File: src/rtl/rau_pkg.sv
`timescale 1ns / 1ps
package rau_pkg;

    localparam int WIDTH = 32;
    localparam int MAG_W = 64;

    // Request opcodes
    localparam logic [3:0] OP_NORM  = 4'd0;
    localparam logic [3:0] OP_ADD   = 4'd1;
    localparam logic [3:0] OP_SUB   = 4'd2;
    localparam logic [3:0] OP_MUL   = 4'd3;
    localparam logic [3:0] OP_DIV   = 4'd4;
    localparam logic [3:0] OP_MOD   = 4'd5;
    localparam logic [3:0] OP_NEG   = 4'd6;
    localparam logic [3:0] OP_RECIP = 4'd7;
    localparam logic [3:0] OP_INC   = 4'd8;
    localparam logic [3:0] OP_DEC   = 4'd9;
    localparam logic [3:0] OP_CMP   = 4'd10;

    // Status codes
    localparam logic [1:0] ST_OK   = 2'd0;
    localparam logic [1:0] ST_ZERO = 2'd1;
    localparam logic [1:0] ST_OVF  = 2'd2;

    // Compare codes
    localparam logic [1:0] CMP_LT = 2'd0;
    localparam logic [1:0] CMP_EQ = 2'd1;
    localparam logic [1:0] CMP_GT = 2'd2;

    // Sign-magnitude value
    typedef struct packed {
        logic             neg;
        logic [MAG_W-1:0] mag;
    } sm_t;

    // Divider request from the sequencer
    typedef struct packed {
        logic             start;
        logic [MAG_W-1:0] dividend;
        logic [MAG_W-1:0] divisor;
    } div_req_t;

    // Divider reply to the sequencer
    typedef struct packed {
        logic             done;
        logic [MAG_W-1:0] quot;
        logic [MAG_W-1:0] rem;
    } div_rsp_t;

    function automatic sm_t sm_add(input sm_t x, input sm_t y);
        sm_t r;
        if (x.neg == y.neg) begin
            r.neg = x.neg;
            r.mag = x.mag + y.mag;
        end
        else if (x.mag >= y.mag) begin
            r.neg = x.neg;
            r.mag = x.mag - y.mag;
        end
        else begin
            r.neg = y.neg;
            r.mag = y.mag - x.mag;
        end
        r.neg = r.neg && (r.mag != '0);
        return r;
    endfunction

endpackage

File: src/rtl/rau_div.sv
`timescale 1ns / 1ps
module rau_div
(
    input  logic              clk,
    input  logic              rst_n,
    input  rau_pkg::div_req_t req,
    output rau_pkg::div_rsp_t rsp
);
    import rau_pkg::*;

    localparam int CNT_W = $clog2(MAG_W);

    logic             busy_reg;
    logic             done_reg;
    logic [CNT_W-1:0] cnt_reg;
    logic [MAG_W-1:0] rem_reg;
    logic [MAG_W-1:0] quo_reg;
    logic [MAG_W-1:0] dvs_reg;
    logic [MAG_W:0]   trial;
    logic [MAG_W:0]   diff;

    // One restoring step per cycle: shift in the next dividend bit, try subtract
    assign trial = {rem_reg, quo_reg[MAG_W-1]};
    assign diff  = trial - {1'b0, dvs_reg};

    always_ff @(posedge clk or negedge rst_n)
    begin
        if (!rst_n)
        begin
            busy_reg <= 1'b0;
            done_reg <= 1'b0;
            cnt_reg  <= '0;
        end
        else
        begin
            done_reg <= 1'b0;
            if (req.start)
            begin
                busy_reg <= 1'b1;
                cnt_reg  <= '0;
            end
            else if (busy_reg)
            begin
                cnt_reg <= cnt_reg + 1'b1;
                if (cnt_reg == CNT_W'(MAG_W - 1))
                begin
                    busy_reg <= 1'b0;
                    done_reg <= 1'b1;
                end
            end
        end
    end

    always_ff @(posedge clk)
    begin
        if (req.start)
        begin
            rem_reg <= '0;
            quo_reg <= req.dividend;
            dvs_reg <= req.divisor;
        end
        else if (busy_reg)
        begin
            if (!diff[MAG_W])
            begin
                rem_reg <= diff[MAG_W-1:0];
                quo_reg <= {quo_reg[MAG_W-2:0], 1'b1};
            end
            else
            begin
                rem_reg <= trial[MAG_W-1:0];
                quo_reg <= {quo_reg[MAG_W-2:0], 1'b0};
            end
        end
    end

    assign rsp.done = done_reg;
    assign rsp.quot = quo_reg;
    assign rsp.rem  = rem_reg;

endmodule

File: config.mk
export PLATFORM = sky130hd
export DESIGN_NAME = rau_div
export DESIGN_NICKNAME = d
export VERILOG_FILES = /design/src/rtl/rau_pkg.sv /design/src/rtl/rau_div.sv
export SDC_FILE = /design/constraint.sdc
export NUM_CORES = 1
export LEC_CHECK = 0
export BUFFER_PORTS_ARGS = -buffer_cell sky130_fd_sc_hd__buf_2
export CORE_ASPECT_RATIO = 0.6
export CORE_MARGIN = 1.5
export CORE_UTILIZATION = 45
export DETAILED_ROUTE_END_ITERATION = 8
export PLACE_DENSITY = 0.64
export REMOVE_ABC_BUFFERS = 1
export SETUP_SLACK_MARGIN = 0.5
export SYNTH_ARGS = -nofsm -noshare
export SYNTH_HDL_FRONTEND = slang
export SYNTH_SLANG_ARGS = --single-unit
File: constraint.sdc
create_clock -name clk -period 3.6 [get_ports clk]
set_clock_uncertainty 0.05 [all_clocks]
set_input_delay 0.72 -clock clk [delete_from_list [all_inputs] [get_ports clk]]
set_output_delay 0.72 -clock clk [all_outputs]
set_load 0.02 [all_outputs]
==> metrics.txt <==
Detailed Route WL=roughly 37000 µm; post-route cell area=15700 µm²; Switch Pwr=1.59 mW; Skew-Pair Late Insertion Delay=0.47 ns; Arrival @ worst endpoint=3.68 ns; clock share of power=37.0%; worst stage delay on the critical path=0.39 ns; Hold Path Class=in -> async; post-layout minimum cycle time=between 3 and 4 ns; Num CTS Buffers=17; IO buf count=259; FMAX=between 200 and 300 MHz; CP Class=reg -> reg; I/O pin cnt=260; Vias per Instance=between 5 and 6; Total Nets Final=1745; Setup WS pre-CTS=0.100 ns; largest net degree at the start of global routing=65; Static Leak=6.89 nW; RSZ-0062 raised after global routing=yes; Top Layer Used=met4; yosys warns=0; maximum VDD drop=0.000230 V; critical path's top delay family=compound AO/OA/AOI/OAI gates; RR Startpoint=dvs_reg[33]$_DFFE_PP_; hpwl dp=26100 µm; Initial Util=between 40% and 50%; Final WS setup=0.248 ns; DR iter-0 viols=slightly below 1000; Crit. End Element=flop; DR WL/cell=19.3 µm; cell count after synthesis=~1300; Top cell by count, worst path=buf_12; WP depth=14; Slew headroom=~16%; Setup crit start=dvs_reg[33]$_DFFE_PP_; row cnt=46; R2R cell count=14; Vias=10900; largest fanout on the critical path=7; Clock Root Buffer=clkbuf_16; drt first pass iters=6; Setup crit end=rem_reg[11]$_SDFFE_PP0P_; CP max stage cell=edfxtp_1; Seq pwr share=47.9%; layout cells sized above 1=between 30 and 40%; number of flops mapped to enable cells by yosys=128; Max clock buf depth=2; Setup crit start kind=flop; number of global-route vias before repair=10100; Syn Area/Cell=9.61 µm²; Overflow after GRT=0; fin util=59.7%; Met3 Routed Length=about 3300 µm; PwrDens=between 300 and 400 nW/µm²; DRC=0; die span in x=214 µm; Die Y-Extent=130 µm; CP bufs+invs=3; clk slew on worst S/H paths=roughly 0.080 ns; initial antenna violation count=0; H-tree depth=4; status=complete, no violations; Post-synth top flop=edfxtp_1; Reg2Reg Capture Point=rem_reg[11]$_SDFFE_PP0P_; placed inst area=around 14000 µm²; Pwr Total=5.54 mW; sequential-to-total area share from yosys stat=44.3%; clock sinks=200; Combinational Power Share=between 10% and 20%; CP Cell Sequence=inv_1, ha_4, a31oi_1, a21boi_2, nor2_1, o221a_1, o221a_2, o22ai_4, a41oi_4, buf_12, xnor2_4, buf_12, or3_4, a311oi_2; # setup viols final=0; number of routed nets with antenna violations=0; wire length on met1=18100 µm; Max Slew Vio Count=0; ANT cells=0; internal power=3.95 mW; ys async rst share=roughly 4.0%; flop-to-flop setup slack=0.25 ns; Sum Neg Setup Slack=0 ns; met2 WL=roughly 15000 µm; synthesized area=12000 µm²; period utilization=93.1%; RePlAce Congestion=1.02; gr usage total=26.1%; total die area=27700 µm²; CTS tree=built; required time worst endpoint=slightly below 4 ns; global-route wire length before repair=56200 µm; Synth Register Bits=200; Hold Vio Cnt, Final=0; Max-Cap Viols=0; P&R area growth vs syn=30.9%; measured slew at the worst slew-check pin=between 1 and 1.5 ns; Sw Ratio=28.7%; post-synth cell types=80; core box area=26400 µm²; hold bufs inserted after CTS=0
-- stage by stage --
step	instances	hold WS, ns
2_1_floorplan	1180	0.374
6_report	1921	0.0315
4_1_cts	1909	0.0168
5_1_grt	1921	0.0309
3_3_place_gp	1845	0.450
3_5_place_dp	1845	0.458
-- final cells by class --
cell class	count	area, µm²
Clock inverter	15	203
Sequential cell	200	5330
Inverter	83	312
Fill cell	2341	10600
Multi-Input combinational cell	897	6780
Timing Repair Buffer	349	2250
Clock buffer	17	425
Tap cell	360	450
-- worst min-delay path by stage --
stage	from	to	slack, ns	cells past startpoint
2_1_floorplan	rst_n	busy_reg$_DFF_PN0_	0.37	0
3_3_place_gp	rem_reg[22]$_SDFFE_PP0P_	rem_reg[23]$_SDFFE_PP0P_	0.45	2
3_5_place_dp	rem_reg[2]$_SDFFE_PP0P_	rem_reg[2]$_SDFFE_PP0P_	0.46	2
4_1_cts	rst_n	cnt_reg[4]$_DFFE_PN0P_	0.02	1
5_1_grt	rst_n	cnt_reg[4]$_DFFE_PN0P_	0.03	1
6_report	rst_n	cnt_reg[4]$_DFFE_PN0P_	0.03	1
-- cell usage in the layout, fill, tap and decap left out, types with 8 or more instances in the layout --
cell,Yosys,routed
edfxtp_1,128,128
clkbuf_16,0,20
nor2_1,91,87
ha_4,0,13
buf_2,15,258
nand2_1,148,141
a21o_1,25,25
nand3_2,1,13
a311oi_2,1,13
ha_2,0,10
buf_4,5,68
a311oi_1,37,25
xor2_1,21,21
o21ai_0,44,33
xnor2_1,30,28
inv_1,83,82
a21oi_1,89,77
a21oi_2,5,13
nand3_1,54,37
and3_1,17,17
a31oi_1,9,9
o21bai_1,16,14
and2_1,8,8
nand4_1,24,24
o21ai_1,3,11
buf_12,0,8
nor3_1,21,20
mux2_2,63,63
ha_1,65,42
dfxtp_1,64,62
-- cell usage after synthesis, types with 4 or more instances --
cell type	n	area share, %
edfxtp_1	128	32
and2_1	8	0.42
buf_4	5	0.31
and3_1	17	0.88
a211oi_1	6	0.37
a31oi_1	9	0.47
nand3b_1	4	0.25
xnor2_1	30	2.2
nand3_1	54	2.2
xor2_1	21	1.5
nor2b_1	5	0.26
nand2b_1	8	0.42
a21oi_1	89	3.7
a221oi_1	4	0.29
or3_1	5	0.26
nor4_1	5	0.26
a21o_1	25	1.6
o211ai_1	6	0.37
inv_1	83	2.6
nand4_1	24	1.2
a21oi_2	5	0.36
o21ai_0	44	1.8
nor3b_1	5	0.31
clkbuf_1	49	1.5
dfxtp_1	64	11
o31ai_1	4	0.25
a21boi_0	4	0.25
dfrtp_1	8	1.7
o21a_1	7	0.44
o311ai_0	4	0.29
nor3_1	21	0.87
ha_1	65	6.8
buf_2	15	0.62
o21bai_1	16	1.0
nand2_1	148	4.6
a311oi_1	37	2.7
nor2_1	91	2.8
mux2_2	63	5.9
mux2i_1	4	0.33
-- worst register-to-register path, stage by stage, from the launching register on --
cell and delay (ns):
edfxtp_1 0.39, inv_1 0.11, ha_4 0.23, a31oi_1 0.23, a21boi_2 0.09, nor2_1 0.20
o221a_1 0.30, o221a_2 0.29, o22ai_4 0.10, a41oi_4 0.24, buf_12 0.16, xnor2_4 0.09
buf_12 0.16, or3_4 0.38, a311oi_2 0.26
-- logic make-up after synthesis --
logic type / synth area share, %
and+or+nand+nor: 15.9
AOI/OAI and AO/OA: 17.8
DFF: 44.3
buffers and inverters: 5.18
muxes: 6.23
adders and majority gates: 6.93
xor gates and xnor gates: 3.71
-- routing by layer --
metal  GRT usage, %  vias up
met1           39.5     5221
met2           36.6      485
met4           6.47        0
met5              0        -
li1               -     5200
met3           6.71       42
-- power by group through the flow --
stage / clock (mW) / combinational, mW / sequential [mW]
2_1_floorplan: 0 / 0.354 / 2.80
3_3_place_gp: 0 / 0.758 / 2.70
3_5_place_dp: 0 / 0.755 / 2.71
4_1_cts: 2.09 / 0.801 / 2.66
5_1_grt: 2.17 / 0.898 / 2.67
6_report: 2.05 / 0.833 / 2.66
-- timing repair --
action,CTS,global route
pin swaps,29,46
resized for setup,65,89
gates cloned,4,3
setup endpoints to repair,64,65
setup buffers,28,9
No activity file was read; power rests on OpenSTA's default activity.
